--- config.mk ---
export PLATFORM = sky130hd
export DESIGN_NAME = encoder_speed_median_filter_core
export DESIGN_NICKNAME = d
export VERILOG_FILES = /design/src/rtl/esmf_pkg.sv /design/src/rtl/esmf_ctrl.sv /design/src/rtl/esmf_datapath.sv /design/src/rtl/encoder_speed_median_filter_core.sv
export SDC_FILE = /design/constraint.sdc
export NUM_CORES = 2
export LEC_CHECK = 0
export BUFFER_PORTS_ARGS = -buffer_cell sky130_fd_sc_hd__buf_2
export CORE_UTILIZATION = 58
export CTS_CLUSTER_SIZE = 30
export DETAILED_ROUTE_END_ITERATION = 10
export PLACE_DENSITY = 0.84
export SETUP_SLACK_MARGIN = 0.05
export SLEW_MARGIN = 0
export SYNTH_ARGS = -nofsm -noshare
export SYNTH_HDL_FRONTEND = slang
export SYNTH_SLANG_ARGS = --single-unit
--- constraint.sdc ---
create_clock -name aclk -period 28.8 [get_ports aclk]
set_clock_uncertainty 0.15 [all_clocks]
set_input_delay 1.44 -clock aclk [delete_from_list [all_inputs] [get_ports aclk]]
set_output_delay 1.44 -clock aclk [all_outputs]
set_load 0.02 [all_outputs]
--- src/rtl/esmf_pkg.sv ---
`timescale 1ns / 1ps
// ============================================================================
// esmf_pkg
// Shared constants and control types of the encoder speed median filter.
// ============================================================================
package esmf_pkg;

    localparam int POS_W     = 31;
    localparam int DIFF_W    = 32;
    localparam int SPEED_W   = 16;
    localparam int RES_W     = 5;
    localparam int SCALE_W   = 40;
    localparam int CFG_IDX_W = 1;
    localparam int STARTUP_W = 8;

    localparam int FILTER_DEPTH_DEFAULT = 8;

    localparam logic [STARTUP_W-1:0] STARTUP_SAMPLES = 8'd10;
    localparam logic [RES_W-1:0]     RES_BITS_RESET  = 5'd17;

    localparam logic [CFG_IDX_W-1:0] CFG_RESOLUTION_BITS = 1'b0;
    localparam logic [CFG_IDX_W-1:0] CFG_RPM_SCALE       = 1'b1;

    typedef struct packed {
        logic load;
        logic fold;
        logic absval;
        logic mul_lo;
        logic mul_hi;
        logic sat;
        logic sort_load;
        logic sort_step;
        logic sort_odd;
        logic pick_hi;
        logic pick_lo;
        logic out_load;
    } esmf_cmd_t;

    typedef struct packed {
        logic in_startup;
    } esmf_stat_t;

endpackage

--- src/rtl/esmf_ctrl.sv ---
`timescale 1ns / 1ps
// ============================================================================
// esmf_ctrl
// Sequencer that steps one encoder sample through the speed datapath.
// ============================================================================
module esmf_ctrl #(
    parameter int FILTER_DEPTH = esmf_pkg::FILTER_DEPTH_DEFAULT
) (
    input  logic                 aclk,
    input  logic                 aresetn,
    input  logic                 s_tvalid,
    output logic                 s_tready,
    output logic                 m_tvalid,
    input  logic                 m_tready,
    input  esmf_pkg::esmf_stat_t stat,
    output esmf_pkg::esmf_cmd_t  cmd
);
    import esmf_pkg::*;

    localparam int CNT_W = $clog2(FILTER_DEPTH + 1);
    localparam logic [CNT_W-1:0] LAST_PASS = CNT_W'(FILTER_DEPTH - 1);

    typedef enum logic [3:0] {
        ST_IDLE,
        ST_FOLD,
        ST_ABS,
        ST_MUL_LO,
        ST_MUL_HI,
        ST_SAT,
        ST_SORT_LOAD,
        ST_SORT,
        ST_PICK_HI,
        ST_PICK_LO,
        ST_OUTPUT
    } state_t;

    state_t           state_reg;
    logic [CNT_W-1:0] pass_reg;
    logic             out_valid_reg;
    logic             out_free;

    assign s_tready = (state_reg == ST_IDLE);
    assign m_tvalid = out_valid_reg;
    assign out_free = !out_valid_reg || m_tready;

    always_comb begin
        cmd = '0;
        case (state_reg)
            ST_IDLE:      cmd.load      = s_tvalid;
            ST_FOLD:      cmd.fold      = 1'b1;
            ST_ABS:       cmd.absval    = 1'b1;
            ST_MUL_LO:    cmd.mul_lo    = 1'b1;
            ST_MUL_HI:    cmd.mul_hi    = 1'b1;
            ST_SAT:       cmd.sat       = 1'b1;
            ST_SORT_LOAD: cmd.sort_load = 1'b1;
            ST_SORT: begin
                cmd.sort_step = 1'b1;
                cmd.sort_odd  = pass_reg[0];
            end
            ST_PICK_HI:   cmd.pick_hi   = 1'b1;
            ST_PICK_LO:   cmd.pick_lo   = 1'b1;
            ST_OUTPUT:    cmd.out_load  = out_free;
            default:      cmd = '0;
        endcase
    end

    always_ff @(posedge aclk) begin
        if (!aresetn) begin
            state_reg     <= ST_IDLE;
            pass_reg      <= '0;
            out_valid_reg <= 1'b0;
        end else begin
            if (cmd.out_load) begin
                out_valid_reg <= 1'b1;
            end else if (m_tready) begin
                out_valid_reg <= 1'b0;
            end
            case (state_reg)
                ST_IDLE: begin
                    if (s_tvalid) begin
                        state_reg <= ST_FOLD;
                    end
                end
                ST_FOLD: begin
                    state_reg <= stat.in_startup ? ST_OUTPUT : ST_ABS;
                end
                ST_ABS:       state_reg <= ST_MUL_LO;
                ST_MUL_LO:    state_reg <= ST_MUL_HI;
                ST_MUL_HI:    state_reg <= ST_SAT;
                ST_SAT:       state_reg <= ST_SORT_LOAD;
                ST_SORT_LOAD: begin
                    pass_reg  <= '0;
                    state_reg <= ST_SORT;
                end
                ST_SORT: begin
                    pass_reg <= pass_reg + 1'b1;
                    if (pass_reg == LAST_PASS) begin
                        state_reg <= ST_PICK_HI;
                    end
                end
                ST_PICK_HI:   state_reg <= ST_PICK_LO;
                ST_PICK_LO:   state_reg <= ST_OUTPUT;
                ST_OUTPUT: begin
                    if (out_free) begin
                        state_reg <= ST_IDLE;
                    end
                end
                default:      state_reg <= ST_IDLE;
            endcase
        end
    end

endmodule

--- src/rtl/esmf_datapath.sv ---
`timescale 1ns / 1ps
// ============================================================================
// esmf_datapath
// Position difference, rpm scaling, speed ring and median sort network.
// ============================================================================
module esmf_datapath #(
    parameter int FILTER_DEPTH = esmf_pkg::FILTER_DEPTH_DEFAULT
) (
    input  logic                                aclk,
    input  logic                                aresetn,
    input  logic                                cfg_valid,
    input  logic [esmf_pkg::CFG_IDX_W-1:0]      cfg_index,
    input  logic [esmf_pkg::SCALE_W-1:0]        cfg_data,
    input  logic [esmf_pkg::POS_W-1:0]          position,
    input  esmf_pkg::esmf_cmd_t                 cmd,
    output esmf_pkg::esmf_stat_t                stat,
    output logic signed [esmf_pkg::DIFF_W-1:0]  out_pos_diff,
    output logic signed [esmf_pkg::SPEED_W-1:0] out_raw_speed,
    output logic signed [esmf_pkg::SPEED_W-1:0] out_filtered_speed,
    output logic                                out_speed_valid
);
    import esmf_pkg::*;

    localparam int IDX_W = (FILTER_DEPTH > 1) ? $clog2(FILTER_DEPTH) : 1;
    localparam int CNT_W = $clog2(FILTER_DEPTH + 1);
    localparam logic [IDX_W-1:0] LAST_IDX = IDX_W'(FILTER_DEPTH - 1);
    localparam logic [CNT_W-1:0] FULL_CNT = CNT_W'(FILTER_DEPTH);

    logic [RES_W-1:0]         res_bits_reg;
    logic [SCALE_W-1:0]       rpm_scale_reg;
    logic [POS_W-1:0]         last_pos_reg;
    logic [STARTUP_W-1:0]     startup_cnt_reg;
    logic signed [DIFF_W:0]   diff_reg;
    logic signed [DIFF_W-1:0] pos_diff_reg;
    logic                     valid_flag_reg;
    logic [DIFF_W-1:0]        mag_reg;
    logic                     neg_reg;
    logic [63:0]              prod_lo_reg;
    logic [SCALE_W-1:0]       prod_hi_reg;
    logic signed [SPEED_W-1:0] held_raw_reg;
    logic signed [SPEED_W-1:0] held_filt_reg;
    logic signed [SPEED_W-1:0] ring_reg [FILTER_DEPTH];
    logic [IDX_W-1:0]         wr_idx_reg;
    logic                     filled_reg;
    logic signed [SPEED_W-1:0] sort_val_reg [FILTER_DEPTH];
    logic                     sort_vld_reg [FILTER_DEPTH];
    logic signed [SPEED_W-1:0] sort_val_next [FILTER_DEPTH];
    logic                     sort_vld_next [FILTER_DEPTH];
    logic [CNT_W-1:0]         count_reg;
    logic [CNT_W-1:0]         count_now;
    logic signed [SPEED_W-1:0] med_hi_reg;

    logic signed [DIFF_W-1:0] pos_diff_reg_q;
    logic signed [DIFF_W-1:0] out_diff_reg;
    logic signed [SPEED_W-1:0] out_raw_reg;
    logic signed [SPEED_W-1:0] out_filt_reg;
    logic                     out_flag_reg;

    logic [RES_W-1:0]         bits_eff;
    logic [DIFF_W:0]          turn;
    logic [DIFF_W:0]          half;
    logic signed [DIFF_W:0]   folded;
    logic [31:0]              mul_b;
    logic [63:0]              prod;
    logic [56:0]              q;
    logic signed [SPEED_W-1:0] sat_speed;
    logic [IDX_W-1:0]         mid_idx;
    logic [IDX_W-1:0]         lo_idx;
    logic [IDX_W-1:0]         rd_idx;
    logic signed [SPEED_W-1:0] rd_val;
    logic signed [SPEED_W:0]  pair_sum;
    logic signed [SPEED_W:0]  pair_adj;
    logic signed [SPEED_W-1:0] median;

    assign stat.in_startup = (startup_cnt_reg < STARTUP_SAMPLES);
    assign pos_diff_reg_q  = pos_diff_reg;

    assign bits_eff = (res_bits_reg == '0) ? RES_W'(1) : res_bits_reg;
    assign turn     = (DIFF_W + 1)'(1) << bits_eff;
    assign half     = turn >> 1;

    always_comb begin
        if (diff_reg > $signed(half)) begin
            folded = diff_reg - $signed(turn);
        end else if (diff_reg < -$signed(half)) begin
            folded = diff_reg + $signed(turn);
        end else begin
            folded = diff_reg;
        end
    end

    assign mul_b = cmd.mul_hi ? {24'd0, rpm_scale_reg[SCALE_W-1:32]} : rpm_scale_reg[31:0];
    assign prod  = 64'(mag_reg) * 64'(mul_b);

    assign q = 57'(prod_lo_reg[63:16]) + {1'b0, prod_hi_reg, 16'd0};

    always_comb begin
        if (neg_reg) begin
            sat_speed = (q >= 57'd32768) ? -16'sd32768 : $signed(-q[SPEED_W-1:0]);
        end else begin
            sat_speed = (q > 57'd32767) ? 16'sd32767 : $signed(q[SPEED_W-1:0]);
        end
    end

    assign count_now = filled_reg ? FULL_CNT : CNT_W'(wr_idx_reg);

    always_comb begin
        for (int i = 0; i < FILTER_DEPTH; i++) begin
            sort_val_next[i] = sort_val_reg[i];
            sort_vld_next[i] = sort_vld_reg[i];
        end
        for (int i = 0; i < FILTER_DEPTH - 1; i++) begin
            if (i[0] == cmd.sort_odd) begin
                if ((!sort_vld_reg[i] && sort_vld_reg[i+1]) ||
                    (sort_vld_reg[i] && sort_vld_reg[i+1] &&
                     sort_val_reg[i] > sort_val_reg[i+1])) begin
                    sort_val_next[i]   = sort_val_reg[i+1];
                    sort_vld_next[i]   = sort_vld_reg[i+1];
                    sort_val_next[i+1] = sort_val_reg[i];
                    sort_vld_next[i+1] = sort_vld_reg[i];
                end
            end
        end
    end

    assign mid_idx  = IDX_W'(count_reg >> 1);
    assign lo_idx   = count_reg[0] ? mid_idx : mid_idx - 1'b1;
    assign rd_idx   = cmd.pick_lo ? lo_idx : mid_idx;
    assign rd_val   = sort_val_reg[rd_idx];
    assign pair_sum = {rd_val[SPEED_W-1], rd_val} + {med_hi_reg[SPEED_W-1], med_hi_reg};
    assign pair_adj = pair_sum + (SPEED_W + 1)'(pair_sum[SPEED_W]);
    assign median   = count_reg[0] ? med_hi_reg : pair_adj[SPEED_W:1];

    always_ff @(posedge aclk) begin
        if (!aresetn) begin
            res_bits_reg    <= RES_BITS_RESET;
            rpm_scale_reg   <= '0;
            last_pos_reg    <= '0;
            startup_cnt_reg <= '0;
            wr_idx_reg      <= '0;
            filled_reg      <= 1'b0;
            held_raw_reg    <= '0;
            held_filt_reg   <= '0;
        end else begin
            if (cfg_valid && cfg_index == CFG_RESOLUTION_BITS) begin
                res_bits_reg <= cfg_data[RES_W-1:0];
            end
            if (cfg_valid && cfg_index == CFG_RPM_SCALE) begin
                rpm_scale_reg <= cfg_data;
            end
            if (cmd.load) begin
                last_pos_reg <= position;
            end
            if (cmd.fold && stat.in_startup) begin
                startup_cnt_reg <= startup_cnt_reg + 1'b1;
            end
            if (cmd.sat) begin
                held_raw_reg <= sat_speed;
                if (wr_idx_reg == LAST_IDX) begin
                    wr_idx_reg <= '0;
                    filled_reg <= 1'b1;
                end else begin
                    wr_idx_reg <= wr_idx_reg + 1'b1;
                end
            end
            if (cmd.pick_lo) begin
                held_filt_reg <= median;
            end
        end
    end

    always_ff @(posedge aclk) begin
        if (cmd.load) begin
            diff_reg <= $signed({2'b00, position}) - $signed({2'b00, last_pos_reg});
        end
        if (cmd.fold) begin
            pos_diff_reg   <= folded[DIFF_W-1:0];
            valid_flag_reg <= !stat.in_startup;
        end
        if (cmd.absval) begin
            mag_reg <= pos_diff_reg[DIFF_W-1] ? -pos_diff_reg : pos_diff_reg;
            neg_reg <= pos_diff_reg[DIFF_W-1];
        end
        if (cmd.mul_lo) begin
            prod_lo_reg <= prod;
        end
        if (cmd.mul_hi) begin
            prod_hi_reg <= prod[SCALE_W-1:0];
        end
        if (cmd.sat) begin
            ring_reg[wr_idx_reg] <= sat_speed;
        end
        if (cmd.sort_load) begin
            count_reg <= count_now;
            for (int i = 0; i < FILTER_DEPTH; i++) begin
                sort_val_reg[i] <= ring_reg[i];
                sort_vld_reg[i] <= (CNT_W'(i) < count_now);
            end
        end else if (cmd.sort_step) begin
            for (int i = 0; i < FILTER_DEPTH; i++) begin
                sort_val_reg[i] <= sort_val_next[i];
                sort_vld_reg[i] <= sort_vld_next[i];
            end
        end
        if (cmd.pick_hi) begin
            med_hi_reg <= rd_val;
        end
        if (cmd.out_load) begin
            out_diff_reg <= pos_diff_reg_q;
            out_raw_reg  <= held_raw_reg;
            out_filt_reg <= held_filt_reg;
            out_flag_reg <= valid_flag_reg;
        end
    end

    assign out_pos_diff       = out_diff_reg;
    assign out_raw_speed      = out_raw_reg;
    assign out_filtered_speed = out_filt_reg;
    assign out_speed_valid    = out_flag_reg;

endmodule

--- src/rtl/encoder_speed_median_filter_core.sv ---
`timescale 1ns / 1ps
// ============================================================================
// encoder_speed_median_filter_core
// Encoder speed in rpm from absolute positions, with a median filter.
// ============================================================================
// Each accepted position produces exactly one result transfer. A sample in the
// startup window goes from acceptance through the fold step straight to the
// output register; after that a sample also takes the two passes through the
// shared 32x32 multiplier and the FILTER_DEPTH passes of the odd-even
// transposition sort over the speed ring. A new position is accepted once the
// previous result has been placed in the output register, even if that result
// has not yet been taken. Configuration writes are always accepted and must be
// issued only while the block is idle.
module encoder_speed_median_filter_core #(
    parameter int FILTER_DEPTH = esmf_pkg::FILTER_DEPTH_DEFAULT
) (
    input  logic                           aclk,
    input  logic                           aresetn,
    // Configuration write channel.
    input  logic                           cfg_valid,
    output logic                           cfg_ready,
    input  logic [esmf_pkg::CFG_IDX_W-1:0] cfg_index,
    input  logic [esmf_pkg::SCALE_W-1:0]   cfg_data,
    // Input stream: tdata[30:0] position, tdata[31] zero.
    input  logic                           s_tvalid,
    output logic                           s_tready,
    input  logic [31:0]                    s_tdata,
    // Output stream: tdata[31:0] pos_diff, [47:32] raw_speed, [63:48] filtered_speed.
    output logic                           m_tvalid,
    input  logic                           m_tready,
    output logic [63:0]                    m_tdata,
    // Output stream: tuser[0] speed_valid.
    output logic [0:0]                     m_tuser
);
    import esmf_pkg::*;

    esmf_cmd_t                 cmd;
    esmf_stat_t                stat;
    logic signed [DIFF_W-1:0]  pos_diff;
    logic signed [SPEED_W-1:0] raw_speed;
    logic signed [SPEED_W-1:0] filtered_speed;
    logic                      speed_valid;

    assign cfg_ready = 1'b1;

    esmf_ctrl #(
        .FILTER_DEPTH(FILTER_DEPTH)
    ) u_ctrl (
        .aclk     (aclk),
        .aresetn  (aresetn),
        .s_tvalid (s_tvalid),
        .s_tready (s_tready),
        .m_tvalid (m_tvalid),
        .m_tready (m_tready),
        .stat     (stat),
        .cmd      (cmd)
    );

    esmf_datapath #(
        .FILTER_DEPTH(FILTER_DEPTH)
    ) u_datapath (
        .aclk               (aclk),
        .aresetn            (aresetn),
        .cfg_valid          (cfg_valid),
        .cfg_index          (cfg_index),
        .cfg_data           (cfg_data),
        .position           (s_tdata[POS_W-1:0]),
        .cmd                (cmd),
        .stat               (stat),
        .out_pos_diff       (pos_diff),
        .out_raw_speed      (raw_speed),
        .out_filtered_speed (filtered_speed),
        .out_speed_valid    (speed_valid)
    );

    assign m_tdata = {filtered_speed, raw_speed, pos_diff};
    assign m_tuser = speed_valid;

    // A sample is still in work in the cycle after its transfer, so input is not ready.
    property p_busy_after_accept;
        @(posedge aclk) disable iff (!aresetn)
        (s_tvalid && s_tready) |=> !s_tready;
    endproperty
    a_busy_after_accept: assert property (p_busy_after_accept)
        else $error("Input accepted again right after a transfer.");

    // Speeds stay at their reset value until startup is over.
    property p_startup_speeds_zero;
        @(posedge aclk) disable iff (!aresetn)
        (m_tvalid && !m_tuser[0]) |-> (m_tdata[63:32] == 32'd0);
    endproperty
    a_startup_speeds_zero: assert property (p_startup_speeds_zero)
        else $error("Speed changed during the startup window.");

endmodule

==> flow_summary_export.csv <==
group,metric,value,unit
run_status,run_status,"complete, no violations",
route,via_per_inst,6.070,
clock_tree,clockBufferDepth,3,
critical_path,crit_start,"u_ctrl.state_reg[1]$_SDFFE_PN0P_",
clock_tree,clkTransAtPathRegs,0.07,ns
critical_path,cp-end-kind,"register",
route,wl_per_cell,20.78,microns
clock_tree,root_buffer,"clkbuf_16",
final_layout,drive_gt1_frac,0.06474,
global_route,grt-ovfl-total,0,
route,drtIter0Drc,5403,
clock_tree,cts_resized,0,
synth,synth_flop_cell,"edfxtp_1",
pwr,p_leak,0.03465,uW
placed_design,pre_cts_ws,18.17,ns
pwr,powerDensity,88.37,nW/um^2
critical_path,cp_data_required_time,29.06,ns
final_layout,post-route-util,0.6241,
synth,synthDistinctLibCells,87,
critical_path,worstSetupPathType,"reg -> reg",
timing,fmax,92.77,MHz
timing,drv_slew,0,
pwr,irDropWorstVdd,167.1,uV
synth,syn_area,73050,sq um
floorplan,die_h,356.9,microns
route,first_pass_iters,6,
synth,synth_top_area_share,0.2469,
floorplan,rows,129,
floorplan,core,124300,sq um
final_layout,finalNetCount,9127,
synth,synth.area.top_cells,"fa_1 25%, edfxtp_1 22%, ha_1 10%",
floorplan,io_pins,146,
clock_tree,clock_latency,0.69,ns
timing,timing.final.crit_period,10.78,ns
route,final_antenna_net_count,0,
hold_path,holdCritStartpoint,"u_datapath.held_filt_reg[9]$_SDFFE_PN0P_",
synth,yosysSeqAreaShare,0.2553,
route,drc,0,
global_route,grt_usage,0.3054,
synth,syn_inst,7637,
timing,rsz0062_at_grt,"no",
synth,synth-edff-count,535,
final_layout,final_common_cell,"inv_1",
critical_path,crit_fanout,32,
timing,fin_ws,18.02,ns
clock_tree,cts_max_level,3,
critical_path,cp_slowest_cell,"nor3_2",
clock_tree,clock_sink_count,664,
synth,yosysWarnings,0,
clock_tree,cts_tree,"yes",
timing,tns,0,ns
critical_path,path_delay_family,"adder cells",
critical_path,crit_buf_inv,8,
clock_tree,postCtsHoldBufs,0,
hold_path,min_path_type,"reg -> reg",
critical_path,worstPathArrival,11.04,ns
placed_design,dpl.hpwl,145600,microns
route,vias,56174,
critical_path,crit_path_frequent_cell,"fa_1",
placed_design,routabilityCongestion,0.9738,
synth,synth_area_per_cell,9.565,sq um
job,cap_violations,0,
global_route,antenna_found_initial,3,
critical_path,worstSetupStartpointType,"register",
clock_tree,cts_buffers,69,
critical_path,slowest_delay,0.75,ns
synth,async_flop_share,0,
placed_design,portBuffers,143,
global_route,grt_pass1_wl,308200,microns
global_route,grt_max_degree,76,
timing,tightest_slew,1.399,ns
timing,hold_violations,0,
final_layout,layout_common_cells,"1176 x inv_1, 950 x nand2_1, 901 x fa_1",
final_layout,area_growth,6.192,%
timing,timing.slew.headroom,0.06365,
synth,synth_seq_cells,664,
floorplan,start_util,0.5877,
synth,synth_top_cell_by_area,"fa_1",
floorplan,die_area,127400,sq um
critical_path,r2r_start,"u_ctrl.state_reg[1]$_SDFFE_PN0P_",
timing,period_share,0.3743,
timing,setup_violations,0,
floorplan,die_w,356.9,microns
route,finalWirelength,192300,microns
clock_tree,cts_setup_buffers,0,
global_route,grt_pass1_vias,58052,
-- worst reg2reg max path, delay by kind of cell, from the launching register on --
family | cells | cell delay (ns)
fa+ha+maj | 9 | 4.60
compound gates | 10 | 2.40
simple gates | 6 | 1.80
buf+inv | 8 | 1.20
flops | 1 | 0.39
-- per-layer routing --
metal | track usage | vias up | routed length [microns]
met3 | 0.05505 | 555 | 18660
met5 | 0 | - | 19
met4 | 0.1255 | 2 | 8691
met2 | 0.4963 | 2874 | 90010
met1 | 0.4051 | 27790 | 74880
li1 | - | 24953 | -
-- synthesized netlist by cell type (50+ instances only) --
master    number
a21o_1       116
a21oi_1      374
nor2b_1       69
and2_1       612
o31ai_1       53
edfxtp_1     535
clkbuf_1     366
xor2_1        51
nand3_1       94
nor3_1        65
nand2b_1      50
inv_1       1178
nand2_1      950
mux2i_1      129
fa_1         901
o21a_1        57
o21ai_0      306
nor2_1       227
nand4_1       56
dfxtp_1      129
ha_1         589
xnor2_1      122
-- per-stage QoR --
step           instances  power, uW  instance area (sq um)  hold WS (ns)
6_report            9254       6854                  77570        0.2805
5_1_grt             9252       7356                  77560        0.2836
4_1_cts             9252       6809                  77560        0.2794
3_5_place_dp        9125       5882                  75310        0.2650
3_3_place_gp        9125       5749                  75310        0.2654
2_1_floorplan       7639       4576                  73050        0.2503
-- layout make-up --
cell class / count / area [sq um]
antenna: 2 / 5.005
inverter: 1183 / 4444
sequential: 664 / 18650
clock inverter: 38 / 409.1
timing repair buffer: 232 / 1384
tap: 1637 / 2048
fill: 9702 / 46710
multi-input combinational: 5409 / 48790
clock buffer: 89 / 1842
-- cell families (layout without fill, tap and decap cells) --
family                     Yosys count  after routing  synth area share
buffers and inverters             1566           1542           0.08080
AOI/OAI and AO/OA                 1276           1276            0.1102
muxes                              185            185           0.03124
xor gates and xnor gates           173            173           0.02074
adders and majority gates         1490           1490            0.3478
other                                2              6         0.0001028
and+or+nand+nor                   2281           2281            0.1538
DFF                                664            664            0.2553
-- power breakdown --
group	internal [uW]	leakage, uW	switching, uW	total (uW)
Clock	497	0.00110	411	908
Combinational	1620	0.0276	2760	4380
Sequential	1420	0.00593	147	1560
-- worst paths after layout --
check                                                to  slack [ns]  cells past startpoint
max                u_datapath.prod_lo_reg[53]$_DFFE_PP_       18.02                     33
min          u_datapath.out_filtered_speed[9]$_DFFE_PP_        0.28                      0
max reg2reg        u_datapath.prod_lo_reg[53]$_DFFE_PP_       18.02                     33
min reg2reg  u_datapath.out_filtered_speed[9]$_DFFE_PP_        0.28                      0
No activity file was read; power rests on OpenSTA's default activity.
